**config.mk**
```make
export PLATFORM = sky130hd
export DESIGN_NAME = serial_shift_port
export DESIGN_NICKNAME = d
export VERILOG_FILES = /design/src/rtl/core/ssp_pkg.sv /design/src/rtl/core/ssp_in_reg.sv /design/src/rtl/core/ssp_step.sv /design/src/rtl/core/ssp_out_reg.sv /design/src/rtl/core/serial_shift_port.sv
export VERILOG_INCLUDE_DIRS = /design/src /design/src/rtl/core
export SDC_FILE = /design/constraint.sdc
export NUM_CORES = 1
export LEC_CHECK = 0
export BUFFER_PORTS_ARGS = -buffer_cell sky130_fd_sc_hd__buf_2
export CAP_MARGIN = 10
export CORE_AREA = 2 2 120 122
export CTS_CLUSTER_DIAMETER = 80
export CTS_CLUSTER_SIZE = 16
export DETAILED_ROUTE_END_ITERATION = 12
export DIE_AREA = 0 0 122 124
export HOLD_SLACK_MARGIN = 0.12
export PLACE_DENSITY = 0.49
export SETUP_SLACK_MARGIN = 0.1
export SYNTH_ARGS = -nofsm -noshare
export SYNTH_HDL_FRONTEND = slang
export SYNTH_SLANG_ARGS = --single-unit
export TNS_END_PERCENT = 1
```
**constraint.sdc**
```tcl
create_clock -name clk -period 3.4 [get_ports clk]
set_input_delay 0.34 -clock clk [delete_from_list [all_inputs] [get_ports clk]]
set_output_delay 0.34 -clock clk [all_outputs]
set_load 0.05 [all_outputs]
```
**src/rtl/core/assert_macros.svh**
```systemverilog
`ifndef ASSERT_MACROS_SVH
`define ASSERT_MACROS_SVH

// Same-cycle implication, checked out of reset.
`define SSP_ASSERT_IMPL(lbl, pre, post, msg) \
  lbl: assert property (@(posedge clk) disable iff (!rst_n) (pre) |-> (post)) else $error(msg);

// Next-cycle implication, checked out of reset.
`define SSP_ASSERT_NEXT(lbl, pre, post, msg) \
  lbl: assert property (@(posedge clk) disable iff (!rst_n) (pre) |=> (post)) else $error(msg);

`endif

```
**src/rtl/core/ssp_pkg.sv**
```systemverilog
`timescale 1ns / 1ps

package ssp_pkg;

  localparam logic [2:0] KIND_TICK       = 3'd0;
  localparam logic [2:0] KIND_READ_DATA  = 3'd1;
  localparam logic [2:0] KIND_READ_CTRL  = 3'd2;
  localparam logic [2:0] KIND_WRITE_DATA = 3'd3;
  localparam logic [2:0] KIND_WRITE_CTRL = 3'd4;
  localparam logic [2:0] KIND_INJECT     = 3'd5;

  localparam logic [9:0] NORMAL_CYCLES = 10'd512;
  localparam logic [9:0] FAST_CYCLES   = 10'd128;

  localparam logic [7:0] CTRL_READ_ONES = 8'h7C;
  localparam int         CTRL_INT_BIT   = 0;
  localparam int         CTRL_FAST_BIT  = 1;
  localparam int         CTRL_START_BIT = 7;

  localparam logic [3:0] BITS_PER_BYTE = 4'd8;

  typedef struct packed {
    logic [7:0] rx_byte;
    logic       rx_valid;
    logic       ext_clock_edge;
    logic [7:0] write_value;
    logic [2:0] kind;
  } in_item_t;

  typedef struct packed {
    logic       irq;
    logic [7:0] tx_byte;
    logic       tx_valid;
    logic [7:0] read_value;
  } out_item_t;

endpackage

```
**src/rtl/core/ssp_in_reg.sv**
```systemverilog
`timescale 1ns / 1ps

module ssp_in_reg (
  input  logic             clk,
  input  logic             rst_n,
  input  logic             in_valid,
  output logic             in_ready,
  input  ssp_pkg::in_item_t in_item,
  input  logic             take,
  output logic             stage_valid,
  output ssp_pkg::in_item_t stage_item
);
  import ssp_pkg::*;

  logic     valid_r;
  in_item_t item_r;

  assign in_ready    = !valid_r || take;
  assign stage_valid = valid_r;
  assign stage_item  = item_r;

  always_ff @(posedge clk) begin
    if (!rst_n) begin
      valid_r <= 1'b0;
    end else if (in_ready) begin
      valid_r <= in_valid;
    end
  end

  always_ff @(posedge clk) begin
    if (in_valid && in_ready) begin
      item_r <= in_item;
    end
  end

endmodule

```
**src/rtl/core/ssp_step.sv**
```systemverilog
`timescale 1ns / 1ps
`include "assert_macros.svh"

module ssp_step (
  input  logic              clk,
  input  logic              rst_n,
  input  logic              fire,
  input  ssp_pkg::in_item_t item,
  output ssp_pkg::out_item_t result
);
  import ssp_pkg::*;

  logic [7:0] shift_data_r, shift_data_nxt;
  logic       int_clk_r, int_clk_nxt;
  logic       fast_r, fast_nxt;
  logic       active_r, active_nxt;
  logic [2:0] bit_count_r, bit_count_nxt;
  logic [9:0] cycle_count_r, cycle_count_nxt;
  logic [7:0] inj_byte_r, inj_byte_nxt;
  logic       inj_pend_r, inj_pend_nxt;

  logic       do_bit;
  logic [9:0] cnt_inc;
  logic [9:0] limit;
  logic [3:0] bc_inc;
  logic       first_bit;
  logic [2:0] rx_idx;
  logic       shift_in;
  logic [3:0] bc_done;

  always_comb begin
    shift_data_nxt  = shift_data_r;
    int_clk_nxt     = int_clk_r;
    fast_nxt        = fast_r;
    active_nxt      = active_r;
    bit_count_nxt   = bit_count_r;
    cycle_count_nxt = cycle_count_r;
    inj_byte_nxt    = inj_byte_r;
    inj_pend_nxt    = inj_pend_r;
    result          = '0;
    do_bit          = 1'b0;

    limit   = fast_r ? FAST_CYCLES : NORMAL_CYCLES;
    cnt_inc = cycle_count_r + 10'd1;
    bc_inc  = {1'b0, bit_count_r} + 4'd1;
    first_bit = (bc_inc == 4'd1);
    rx_idx  = 3'(BITS_PER_BYTE - bc_inc);
    shift_in = item.rx_valid ? item.rx_byte[rx_idx] : 1'b1;
    bc_done = bc_inc;

    unique case (item.kind)
      KIND_TICK: begin
        if (active_r) begin
          if (!int_clk_r) begin
            do_bit = item.ext_clock_edge;
          end else if (cnt_inc >= limit) begin
            cycle_count_nxt = '0;
            do_bit = 1'b1;
          end else begin
            cycle_count_nxt = cnt_inc;
          end
        end
      end
      KIND_READ_DATA: begin
        result.read_value = shift_data_r;
      end
      KIND_READ_CTRL: begin
        result.read_value = CTRL_READ_ONES;
        result.read_value[CTRL_INT_BIT]   = int_clk_r;
        result.read_value[CTRL_FAST_BIT]  = fast_r;
        result.read_value[CTRL_START_BIT] = active_r;
      end
      KIND_WRITE_DATA: begin
        shift_data_nxt = item.write_value;
      end
      KIND_WRITE_CTRL: begin
        int_clk_nxt = item.write_value[CTRL_INT_BIT];
        fast_nxt    = item.write_value[CTRL_FAST_BIT];
        active_nxt  = item.write_value[CTRL_START_BIT];
        if (!active_r && item.write_value[CTRL_START_BIT]) begin
          bit_count_nxt   = '0;
          cycle_count_nxt = '0;
        end
      end
      KIND_INJECT: begin
        inj_byte_nxt = item.write_value;
        inj_pend_nxt = 1'b1;
      end
      default: begin
      end
    endcase

    if (do_bit) begin
      if (first_bit) begin
        result.tx_valid = 1'b1;
        result.tx_byte  = shift_data_r;
      end
      if (inj_pend_r && first_bit) begin
        shift_data_nxt = inj_byte_r;
        inj_pend_nxt   = 1'b0;
        bc_done        = BITS_PER_BYTE;
      end else begin
        shift_data_nxt = {shift_data_r[6:0], shift_in};
      end
      if (bc_done >= BITS_PER_BYTE) begin
        active_nxt      = 1'b0;
        bit_count_nxt   = '0;
        cycle_count_nxt = '0;
        result.irq      = 1'b1;
      end else begin
        bit_count_nxt = bc_done[2:0];
      end
    end
  end

  always_ff @(posedge clk) begin
    if (!rst_n) begin
      shift_data_r  <= '0;
      int_clk_r     <= 1'b0;
      fast_r        <= 1'b0;
      active_r      <= 1'b0;
      bit_count_r   <= '0;
      cycle_count_r <= '0;
      inj_byte_r    <= '0;
      inj_pend_r    <= 1'b0;
    end else if (fire) begin
      shift_data_r  <= shift_data_nxt;
      int_clk_r     <= int_clk_nxt;
      fast_r        <= fast_nxt;
      active_r      <= active_nxt;
      bit_count_r   <= bit_count_nxt;
      cycle_count_r <= cycle_count_nxt;
      inj_byte_r    <= inj_byte_nxt;
      inj_pend_r    <= inj_pend_nxt;
    end
  end

  `SSP_ASSERT_NEXT(a_irq_ends_transfer, fire && result.irq, !active_r, "irq left transfer active")
  `SSP_ASSERT_IMPL(a_tx_on_first_bit, fire && result.tx_valid, active_r && bit_count_r == 3'd0, "tx outside first bit")
  `SSP_ASSERT_NEXT(a_inject_completes, fire && result.irq && result.tx_valid, shift_data_r == $past(inj_byte_r) && !inj_pend_r, "injected byte not loaded")

endmodule

```
**src/rtl/core/ssp_out_reg.sv**
```systemverilog
`timescale 1ns / 1ps

module ssp_out_reg (
  input  logic               clk,
  input  logic               rst_n,
  input  logic               load,
  input  ssp_pkg::out_item_t load_item,
  output logic               can_load,
  output logic               out_valid,
  input  logic               out_ready,
  output ssp_pkg::out_item_t out_item
);
  import ssp_pkg::*;

  logic      valid_r;
  out_item_t item_r;

  assign can_load  = !valid_r || out_ready;
  assign out_valid = valid_r;
  assign out_item  = item_r;

  always_ff @(posedge clk) begin
    if (!rst_n) begin
      valid_r <= 1'b0;
    end else if (can_load) begin
      valid_r <= load;
    end
  end

  always_ff @(posedge clk) begin
    if (load) begin
      item_r <= load_item;
    end
  end

endmodule

```
**src/rtl/core/serial_shift_port.sv**
```systemverilog
`timescale 1ns / 1ps
// Channel   Direction  Handshake               Payload
// in_       slave      in_tvalid / in_tready   tdata 24b, tuser 3b (kind)
// out_      master     out_tvalid / out_tready tdata 24b
//
// One transaction in, one transaction out, one per cycle sustained while out_tready stays high.
// Path: an accepted input waits in the input register, then the step updates the port
// state and loads its result into the result register when that register can take it.
// Reset: synchronous and active low on rst_n; it clears all port state and both stages.
// A stalled out_tready holds the result; the input stage still fills once.

module serial_shift_port (
  input  logic        clk,
  input  logic        rst_n,
  input  logic        in_tvalid,
  output logic        in_tready,
  // [7:0] write_value, [8] ext_clock_edge, [9] rx_valid, [17:10] rx_byte, [23:18] zero
  input  logic [23:0] in_tdata,
  // [2:0] kind
  input  logic [2:0]  in_tuser,
  output logic        out_tvalid,
  input  logic        out_tready,
  // [7:0] read_value, [8] tx_valid, [16:9] tx_byte, [17] irq, [23:18] zero
  output logic [23:0] out_tdata
);
  import ssp_pkg::*;

  in_item_t  in_item;
  in_item_t  stage_item;
  out_item_t step_result;
  out_item_t out_item;
  logic      stage_valid;
  logic      can_load;
  logic      fire;

  assign in_item.kind           = in_tuser;
  assign in_item.write_value    = in_tdata[7:0];
  assign in_item.ext_clock_edge = in_tdata[8];
  assign in_item.rx_valid       = in_tdata[9];
  assign in_item.rx_byte        = in_tdata[17:10];

  assign fire = stage_valid && can_load;

  ssp_in_reg u_in_reg (
    .clk         (clk),
    .rst_n       (rst_n),
    .in_valid    (in_tvalid),
    .in_ready    (in_tready),
    .in_item     (in_item),
    .take        (fire),
    .stage_valid (stage_valid),
    .stage_item  (stage_item)
  );

  ssp_step u_step (
    .clk    (clk),
    .rst_n  (rst_n),
    .fire   (fire),
    .item   (stage_item),
    .result (step_result)
  );

  ssp_out_reg u_out_reg (
    .clk       (clk),
    .rst_n     (rst_n),
    .load      (fire),
    .load_item (step_result),
    .can_load  (can_load),
    .out_valid (out_tvalid),
    .out_ready (out_tready),
    .out_item  (out_item)
  );

  assign out_tdata = {6'd0, out_item.irq, out_item.tx_byte, out_item.tx_valid,
                      out_item.read_value};

endmodule

```
# After elaboration in Yosys (flattened, before gate mapping)
# Cells that the tools add are included.
[totals]
regBits = 74
inputBits = 31
out_inout_bits = 26
wordCells = 82
[classes]
n_addsub = 3
n_lt_le_gt_ge = 3
eq_ne = 6
muxes = 33
n_reduce_logical = 18
[ops]
columns = ["op", "n"]
rows = [
  ["$mux 10", 7],
  ["$mux 8", 3],
  ["$pmux 10 s2", 1],
  ["$pmux 8 s2", 1],
  ["$mux 1", 14],
  ["$mux 3", 4],
  ["$add 10x1->10 const B", 1],
  ["$ge 10x10->1", 1],
  ["$mux 4", 2],
  ["$reduce_and 2->1", 4],
  ["$eq 3x2->1 const B", 2],
  ["$eq 3x3->1 const B", 2],
  ["$reduce_bool 2->1", 3],
  ["$add 3x1->4 const B", 1],
  ["$eq 4x1->1 const B", 1],
  ["$ge 4x4->1 const B", 1],
  ["$logic_and 1x1->1", 4],
  ["$lt 3x4->1 const B", 1],
  ["$bmux 1 s3", 1],
  ["$eq 3x1->1 const B", 1],
  ["$logic_not 1->1", 3],
  ["$logic_not 3->1", 1],
  ["$reduce_and 3->1", 1],
  ["$sub 1x3->3 const A", 1],
  ["$logic_or 1x1->1", 2],
]

# Longest topological paths before layout
# Gate-level depths: netlist (run 1).
[logic_depth]
word_depth = 10
mapped_depth = 14
depth_no_buf = 12

# Cells and area by module
# A second synthesis (run 1) with hierarchy kept.
[hier_totals]
cells_unflattened = 320
hier_area_um2 = 3514.6
[by_module_without_submodules]
columns = ["mod", "instances", "cells_per_inst", "area_each_um2", "seq_area_each_um2"]
rows = [
  ["ssp_step", 1, 264, 2182.1, 660.6],
  ["ssp_in_reg", 1, 26, 688.2, 650.6],
  ["ssp_out_reg", 1, 22, 589.3, 560.5],
  ["serial_shift_port", 1, 8, 55.1, 0.0],
]

# Worst setup path before layout (run 1)
# No wires, ideal clock.
[synth_path]
path_type = "register to register"
start = "register u_step.cycle_count_r[2]"
end = "register u_step.cycle_count_r[0]"
setup_time_ns = 0.152
t_arrival_ns = 2.943
required_time_ns = 3.248
slack_ns = 0.305
path_stages_with_launch = 14
path_buffers = 1
period_less_slack_ns = 3.095
cell_sequence = "dfxtp_1 > buf_4 > nand4_2 > nor3_1 > and3_1 > xnor2_1 > ha_1 > nand3_1 > a211oi_1 > o2111a_1 > a221o_1 > o21bai_2 > o311ai_1 > mux2i_1"
[synth_between]
elab_chain_cells = 8
elab_cells_between_ends = 12
classes_between = "add/sub (1); order compare (1); mux (10)"
[synth_lines]
columns = ["item", "line_no", "source"]
rows = [
  ["start, declared", "ssp_step.sv:18", "logic [9:0] cycle_count_r, cycle_count_nxt;"],
  ["start signal, assigned", "ssp_step.sv:132", "cycle_count_r <= cycle_count_nxt;"],
  ["$add 10x1->10 *", "ssp_step.sv:44", "cnt_inc = cycle_count_r + 10'd1;"],
  ["$ge 10x10->1 *", "ssp_step.sv:56", "end else if (cnt_inc >= limit) begin"],
  ["$mux 10", "ssp_step.sv:56", ""],
  ["$mux 10", "ssp_step.sv:54", "if (!int_clk_r) begin"],
  ["$mux 10", "ssp_step.sv:53", "if (active_r) begin"],
  ["$pmux 10 s2", "ssp_step.sv:51", "unique case (item.kind)"],
  ["$mux 10", "ssp_step.sv:105", "if (bc_done >= BITS_PER_BYTE) begin"],
  ["$mux 10 *", "ssp_step.sv:93", "if (do_bit) begin"],
]
# Mark *: on every way between the ends. The rest lies on a longest branch, timed or not.
# A chain may end at the register's enable or synchronous reset.

# Worst setup path after layout (run 1)
[layout_path]
start = "register u_step.cycle_count_r[6]"
end = "register u_step.bit_count_r[0]"
[layout_between]
elab_chain_cells = 8
elab_cells_between_ends = 10
classes_between = "add/sub (1); order compare (1); mux (5); reduce/logical (3)"
[layout_lines]
columns = ["item", "line_no", "source"]
rows = [
  ["$add 10x1->10 *", "ssp_step.sv:44", ""],
  ["$ge 10x10->1 *", "ssp_step.sv:56", ""],
  ["$mux 1 *", "ssp_step.sv:56", ""],
  ["$mux 1 *", "ssp_step.sv:54", ""],
  ["$mux 1 *", "ssp_step.sv:53", ""],
  ["$mux 1 *", "ssp_step.sv:51", ""],
  ["$reduce_bool 2->1 (no line)", "n/a", ""],
  ["$reduce_and 3->1 (no line)", "n/a", ""],
  ["end signal, assigned", "ssp_step.sv:131", "bit_count_r <= bit_count_nxt;"],
  ["end, declared", "ssp_step.sv:17", "logic [2:0] bit_count_r, bit_count_nxt;"],
]
# Marked as above.

==> out/results.env, run 1 <==
FIN_TNS_SETUP_PS=0
PERIOD_SHARE_PCT=89.8
POWER.COMBINATIONAL.FRACTION_PCT=6.5
SYNTH_LARGEST_TYPE_AREA_FRACTION_PCT=34.3
ROUTE.VIAS.TOTAL=2424
SYNTH-COMPOUND-AREA-SHARE_PCT=12.4
CRITPATHARRIVALTIME_PS=3280
SYNTH_TOP_CELLS_BY_AREA='sky130_fd_sc_hd__edfxtp_1, sky130_fd_sc_hd__dfxtp_1, sky130_fd_sc_hd__mux2i_1'
AREAGROWTHSYNTHTOFINISH_PCT=22.1
CP_NUM_BUF_INV=2
MAX-SLEW-MARGIN-REL_PCT=37.5
SYNTH.YOSYS.SEQ_AREA_SHARE_PCT=54.9
REG2REG_SLACK_PS=350
YOSYS.CELL_COUNT.TOP_TYPE='sky130_fd_sc_hd__edfxtp_1'
ASYNC_FLOP_SHARE_PCT=0
ENDPOINT_KIND='register'
FINALHOLDWORSTSLACK_PS=179
LAYOUT.AREA.SEQ_UM2=1880
POWER_LEAKAGE_nW=1.66
DRC=0
YS_TYPES=47
SYNTH.YOSYS.WARNINGS=0
CRITICAL-PATH-SLOWEST-CELL='sky130_fd_sc_hd__dfxtp_1'
DIEAREA_UM2=15100
CTS-ROOT-TO-SINK-BUFFERS=2
SWITCHINGPOWER_mW=0.488
MAPPED_CELL_AREA_UM2=3410
MIN-DELAY-PATH-CLASS='in -> reg'
DETAIL-ROUTE-ANTENNA-NETS=0
INITIAL_ANTENNA_VIOLATION_COUNT=0
WORSTPATHCELLLIST='inv_1, nor3_1, and3_1, xnor2_1, ha_1, nand3_1, a211oi_1, o2111a_1, a221o_2, o21bai_4, buf_4, a21oi_1, o32ai_1'
NUMBER_OF_HOLD_BUFFERS_ADDED_AFTER_CTS=0
GRT_SETUP_UNREPAIRED='no'
CORE-AREA_UM2=13700
FILLER_CELL_COUNT=1434
GRT_PASS1_VIAS=2385
NUMPORTBUFFERS=44
POSTSYNTH.TOPFLOPCELL='sky130_fd_sc_hd__edfxtp_1'
POST_SYNTH.CELL_AREA_AVG_UM2=11.0
SYNTH-XOR-AREA-SHARE_PCT=1.54
DETAILEDROUTE.FIRSTPASSITERATIONCOUNT=4
YOSYS.AREA_SHARE.ADDER_PCT=2.57
SYNTH_LARGEST_AREA_CELL='sky130_fd_sc_hd__edfxtp_1'
VIAS_PER_CELL=4.45
NUMBER_OF_I_O_PINS=57
FINAL-SETUP-VIOL-COUNT=0
CLKSLEWWORSTSETUPHOLDPATHS_PS=60
POST_DRT_WL_PER_CELL_UM=13.6
POSTSYNTHCELLCOUNT=309
DRT-MET1-WL_UM=3580
MAX_CAP_VIOL_COUNT=0
POWER.DENSITY_nW_PER_UM2=495
MET3_LENGTH_UM=380
GRT_OVERFLOW_TOTAL=0
CRITPATHMAXSTAGEDELAY_PS=430
CLOCK_LATENCY_PS=340
CLOCK_SKEW_PS=5.86
CRITPATHLAUNCHTYPE='register'
TOTAL_GLOBAL_ROUTING_TRACK_UTILIZATION_PCT=10.4
CELL_INTERNAL_POWER_DISSIPATION_mW=1.57
CLOCK_TREE_FROM_TRITONCTS='done'
NETSWITCHINGFRACTION_PCT=23.7
DR.FIRST_ITER.DRC_COUNT=149
SYNTH_ENABLE_FLOP_CELLS=39
SYNTH_TOP_FAMILY_BY_AREA='simple AND/OR/NAND/NOR gates'
SYNTH.MUX.AREA_FRACTION_PCT=9.50
INSERTEDDIODECOUNT=0
CLOCK.FMAX_MHz=328
MET2_WIRELENGTH_UM=3320
SYNTH_COMMON_CELLS='sky130_fd_sc_hd__edfxtp_1, sky130_fd_sc_hd__dfxtp_1, sky130_fd_sc_hd__nor2_1'
CTS_BUFFERS=9
SYNTH-SIMPLE-AREA-SHARE_PCT=14.3
PERIOD_NEEDED_PS=3050
INITIAL_UTILIZATION_PCT=24.9
VDD_IR_DROP_MAX_V=0.000228
REQUIRED_PS=3630
POWER.SHARE.SEQUENTIAL_PCT=48.0
CLOCK_POWER_SHARE_PCT=45.5
CORE.ROWCOUNT=43
CTS_ROOT_BUF='sky130_fd_sc_hd__clkbuf_16'
HOLD_VIO_CNT_FINAL=0
OUTCOME='completed'
MULTIINPUTGATEAREA_UM2=1420
FINAL-MAX-SLEW-VIOLATION-COUNT=0
GRT_PASS1_WL_UM=12000
FINALWIRELENGTH_UM=7410
DRIVE_ABOVE_1_SHARE_PCT=24.4
DIE-WIDTH_UM=122
FINISH.NET_COUNT=398
PATH_DELAY_FAMILY='compound AO/OA/AOI/OAI gates'
CLKSINKCOUNT=74
DP_HPWL_UM=5330
WORST-PATH-MAX-FANOUT=9
POSTSYNTHREGISTERBITS=74
H-TREE-DEPTH=3
DIE_H_UM=124
GPL.FINAL_WEIGHTED_CONGESTION=0.821
SLEW_AT_THE_PIN_CLOSEST_TO_ITS_MAX_SLEW_LIMIT_PS=937
HIGHEST-SIGNAL-LAYER='met4'
WORST-SETUP-PATH-TYPE='reg -> reg'
GRT_MAX_DEGREE=22
[path summary, 6_finish.rpt]
kind,from,endpoint,depth (start not counted)
hold / removal,in_tuser[2],u_in_reg.stage_item[2],1
setup reg to reg,u_step.cycle_count_r[6],u_step.bit_count_r[0],13
setup / recovery,u_step.cycle_count_r[6],u_step.bit_count_r[0],13
hold reg to reg,u_step.inj_pend_r,u_step.inj_pend_r,1
[layer usage]
layer | vias to the layer above | GRT usage [%]
li1 | 1225 | -
met4 | 0 | 4.89
met2 | 53 | 16.0
met5 | - | 0
met1 | 1136 | 13.6
met3 | 10 | 2.98
[registers in the layout, indices dropped and copies added, names as in the netlist]
| signal | count |
|---|---|
| u_step.cycle_count_r | 10 |
| u_out_reg.out_valid | 1 |
| u_step.inj_byte_r | 8 |
| u_in_reg.stage_item | 21 |
| u_step.bit_count_r | 3 |
| u_step.shift_data_r | 8 |
| u_step.inj_pend_r | 1 |
| u_step.int_clk_r | 1 |
| u_step.active_r | 1 |
| u_in_reg.stage_valid | 1 |
| u_step.fast_r | 1 |
| u_out_reg.out_item | 18 |
[worst register-to-register path, stage by stage, from the launching register on]
cell and delay [ps]:
sky130_fd_sc_hd__dfxtp_1 430, sky130_fd_sc_hd__inv_1 140, sky130_fd_sc_hd__nor3_1 240, sky130_fd_sc_hd__and3_1 200
sky130_fd_sc_hd__xnor2_1 150, sky130_fd_sc_hd__ha_1 290, sky130_fd_sc_hd__nand3_1 100, sky130_fd_sc_hd__a211oi_1 60
sky130_fd_sc_hd__o2111a_1 140, sky130_fd_sc_hd__a221o_2 420, sky130_fd_sc_hd__o21bai_4 190, sky130_fd_sc_hd__buf_4 210
sky130_fd_sc_hd__a21oi_1 120, sky130_fd_sc_hd__o32ai_1 250
[cell type report]
type / count / share of cell area [%]
Inverter: 15 / 1.35
Timing Repair Buffer: 54 / 7.09
Clock buffer: 9 / 5.41
Clock inverter: 7 / 1.62
Multi-Input combinational cell: 206 / 34.1
Sequential cell: 74 / 45.0
Tap cell: 180 / 5.41
[power by group through the flow]
stage,clock network (mW),registers [mW],logic (mW)
after floorplan,0,1.03,0.0704
after global placement,0,1.01,0.134
after detailed placement,0,1.01,0.135
after CTS,0.964,0.990,0.135
after global routing,1.01,0.993,0.145
final,0.937,0.989,0.134
[layout by cell type, fill, tap and decap left out, types with 9 or more instances in the layout]
cell and n:
sky130_fd_sc_hd__a21oi_1 14, sky130_fd_sc_hd__and2_1 11, sky130_fd_sc_hd__buf_2 44, sky130_fd_sc_hd__buf_4 10, sky130_fd_sc_hd__clkbuf_16 9, sky130_fd_sc_hd__dfxtp_1 32, sky130_fd_sc_hd__edfxtp_1 39, sky130_fd_sc_hd__inv_1 15
sky130_fd_sc_hd__mux2i_1 20, sky130_fd_sc_hd__nand2_1 16, sky130_fd_sc_hd__nand3_1 13, sky130_fd_sc_hd__nor2_1 30
[cell families after synthesis]
logic type | Yosys count
AND/OR/NAND/NOR | 97
buffers and inverters | 34
multiplexers | 29
adder cells (fa/ha/maj) | 7
AO/OA/AOI/OAI | 61
flip-flops | 74
XOR/XNOR | 6
other | 1
[timing repair]
action | 4_1_cts | 5_1_grt
buffers inserted | 0 | 0
setup endpoints to repair | 0 | 29
gates resized for setup | 0 | 7
[through the flow]
step | area [um2] | utilization, % | worst slack [ps] | cells | total power [mW]
after floorplan | 3430 | - | 305 | 314 | 1.10
after global placement | 3850 | 28.0 | 231 | 529 | 1.14
after detailed placement | 3850 | 28.0 | 191 | 529 | 1.14
after CTS | 4140 | 30.2 | 152 | 545 | 2.09
after global routing | 4160 | 30.4 | 104 | 545 | 2.15
final | 4160 | 30.4 | 348 | 545 | 2.06
Power figures use the tool's default switching activity.
==> inputs of run 2 (changes only) <==
- BUFFER_PORTS_ARGS: -buffer_cell sky130_fd_sc_hd__buf_2 -> unset
- DONT_BUFFER_PORTS: unset -> 1
- PLACE_DENSITY: 0.49 -> 0.46
==> out/results.env, run 2 (same netlist as run 1, synthesis figures left out) <==
DRC=0
WORST-SETUP-PATH-TYPE='reg -> reg'
WORST-PATH-MAX-FANOUT=6
FIN_CELLS=522
STDCELL_AREA_UM2=4170
FIN_TNS_SETUP_PS=0
HP-START='in_tvalid'
FINAL-SETUP-VIOL-COUNT=0
END_OF_THE_WORST_REGISTER_TO_REGISTER_PATH='u_step.cycle_count_r[7]'
R2R_CELLS=12
TIMING.HOLD.WORST_ENDPOINT='u_in_reg.stage_valid'
MAX-SLEW-MARGIN-REL_PCT=34.1
POST_DRT_WL_PER_CELL_UM=14.2
MIN-DELAY-PATH-CLASS='in -> reg'
POWER.DENSITY_nW_PER_UM2=516
ENDPOINT_KIND='register'
REG2REG_SLACK_PS=300
DRIVE_ABOVE_1_SHARE_PCT=12.3
CRITPATHLAUNCHTYPE='register'
CLKSINKCOUNT=74
TIMING.HOLD.WORST_PATH_DEPTH=2
PERIOD_NEEDED_PS=3100
ROUTE.VIAS.TOTAL=2360
HOLD_VIO_CNT_FINAL=0
FINALWIRELENGTH_UM=7420
INITIAL_UTILIZATION_PCT=24.9
CTS_ROOT_BUF='sky130_fd_sc_hd__clkbuf_16'
INSERTEDDIODECOUNT=0
OUTCOME='completed'
FINAL_COMMON_CELL='sky130_fd_sc_hd__edfxtp_1'
CLOCK_TREE_FROM_TRITONCTS='done'
SLEW_AT_THE_PIN_CLOSEST_TO_ITS_MAX_SLEW_LIMIT_PS=989
DR.FIRST_ITER.DRC_COUNT=67
H-TREE-DEPTH=3
CLOCK.FMAX_MHz=323
PLACED_CELL_AREA_UM2=3630
CTS-ROOT-TO-SINK-BUFFERS=2
LARGEST_REG_FLOPS=21
FINAL-MAX-SLEW-VIOLATION-COUNT=0
GPL.FINAL_WEIGHTED_CONGESTION=0.795
CLKSLEWWORSTSETUPHOLDPATHS_PS=60
VIAS_PER_CELL=4.52
NUMBER_OF_I_O_PINS=57
GRT_PASS1_VIAS=2345
GRT_MAX_DEGREE=23
VDD_IR_DROP_MAX_V=0.000244
TOTAL_GLOBAL_ROUTING_TRACK_UTILIZATION_PCT=10.4
DETAIL-ROUTE-ANTENNA-NETS=0
CRITPATHARRIVALTIME_PS=3370
CLOCK_SKEW_PS=8.22
AREAGROWTHSYNTHTOFINISH_PCT=22.4
GRT_OVERFLOW_TOTAL=0
PERIOD_SHARE_PCT=91.1
NUMPORTBUFFERS=0
WORSTREG2REGSTART='u_step.cycle_count_r[3]'
REPORT.POWER.TOTAL_mW=2.15
MOSTFREQUENTLAYOUTCELLS='sky130_fd_sc_hd__edfxtp_1, sky130_fd_sc_hd__dfxtp_1, sky130_fd_sc_hd__nor2_1, sky130_fd_sc_hd__dlygate4sd3_1, sky130_fd_sc_hd__mux2i_1'
POSTCTSSETUPREPAIRBUFS=0
FINISH.NET_COUNT=375
POWER_LEAKAGE_nW=1.59
GRT_PASS1_WL_UM=12000
INITIAL_ANTENNA_VIOLATION_COUNT=0
MAX_CAP_VIOL_COUNT=0
FILLER_CELL_COUNT=1409
DETAILEDROUTE.FIRSTPASSITERATIONCOUNT=4
DIE-WIDTH_UM=122
CTS_BUFFERS=9
CORE.ROWCOUNT=43
DIE_H_UM=124
CLOCK_LATENCY_PS=330
GRT_SETUP_UNREPAIRED='yes'
PLACEDCELLCOUNT=485
REQUIRED_PS=3670
CORE-AREA_UM2=13700
DIEAREA_UM2=15100
DP_HPWL_UM=5300
-- run 2: cell count changes in the layout (fill, tap and decap cells not counted), sizes merged --
cell,previous run,this run
bufinv,1,2
buf,54,10
clkinv,3,1
inv,16,18
clkinvlp,2,1
dlygate4sd3,0,21
-- run 2: metrics by stage --
stage          hold slack [ps]  utilization [%]  setup WS [ps]
2_1_floorplan              431                -            305
3_3_place_gp               439             26.4            161
3_5_place_dp               439             26.4            176
4_1_cts                    133             30.3            163
5_1_grt                    154             30.4           45.3
6_report                   139             30.4            302
-- run 2: where the power goes --
group	switching (mW)	internal, mW
Clock	0.387	0.649
Combinational	0.0583	0.0370
Sequential	0.0522	0.972
-- run 2: what timing repair did --
item / in CTS / in global routing
endpoints found under the hold margin: 21 / 0
endpoints found under the setup margin: 0 / 26
hold buffers: 21 / 0
gates resized for setup: 0 / 3
-- run 2: final cells by class --
class	instances	area [um2]	area share (%)
Timing Repair Buffer	31	285	6.83
Sequential cell	74	1870	44.8
Tap cell	180	225	5.40
Inverter	15	56.3	1.35
Clock buffer	9	225	5.40
Clock inverter	7	98.8	2.37
Multi-Input combinational cell	206	1410	33.8
-- run 2: worst max path at each step --
stage                                 start  cells past startpoint  slack, ps                      end
detailed placement  u_step.cycle_count_r[3]                     13        180  u_step.cycle_count_r[5]
CTS                 u_step.cycle_count_r[3]                     13        160  u_step.cycle_count_r[5]
global placement    u_step.cycle_count_r[3]                     13        160    u_step.bit_count_r[1]
finish              u_step.cycle_count_r[3]                     12        300  u_step.cycle_count_r[7]
global route        u_step.cycle_count_r[3]                     12         50  u_step.cycle_count_r[7]
floorplan           u_step.cycle_count_r[2]                     13        310  u_step.cycle_count_r[0]
-- run 2: worst max-delay path, cell delays in order, from the launching register on --
cell,delay [ps]
sky130_fd_sc_hd__dfxtp_1,440
sky130_fd_sc_hd__nand4_2,200
sky130_fd_sc_hd__nor3_2,230
sky130_fd_sc_hd__and3_1,190
sky130_fd_sc_hd__xnor2_1,150
sky130_fd_sc_hd__ha_1,280
sky130_fd_sc_hd__nand3_1,100
sky130_fd_sc_hd__a211oi_1,60
sky130_fd_sc_hd__o2111a_1,130
sky130_fd_sc_hd__a221o_2,410
sky130_fd_sc_hd__or3_1,500
sky130_fd_sc_hd__nor4_2,180
sky130_fd_sc_hd__a2bb2oi_1,160
-- run 2: routing by layer --
metal	global-route usage [%]	wire length, um	vias up
met3	2.66	309	8
met4	4.53	142	0
met5	0	0	-
met2	16.4	3360	58
li1	-	-	1171
met1	13.4	3610	1123
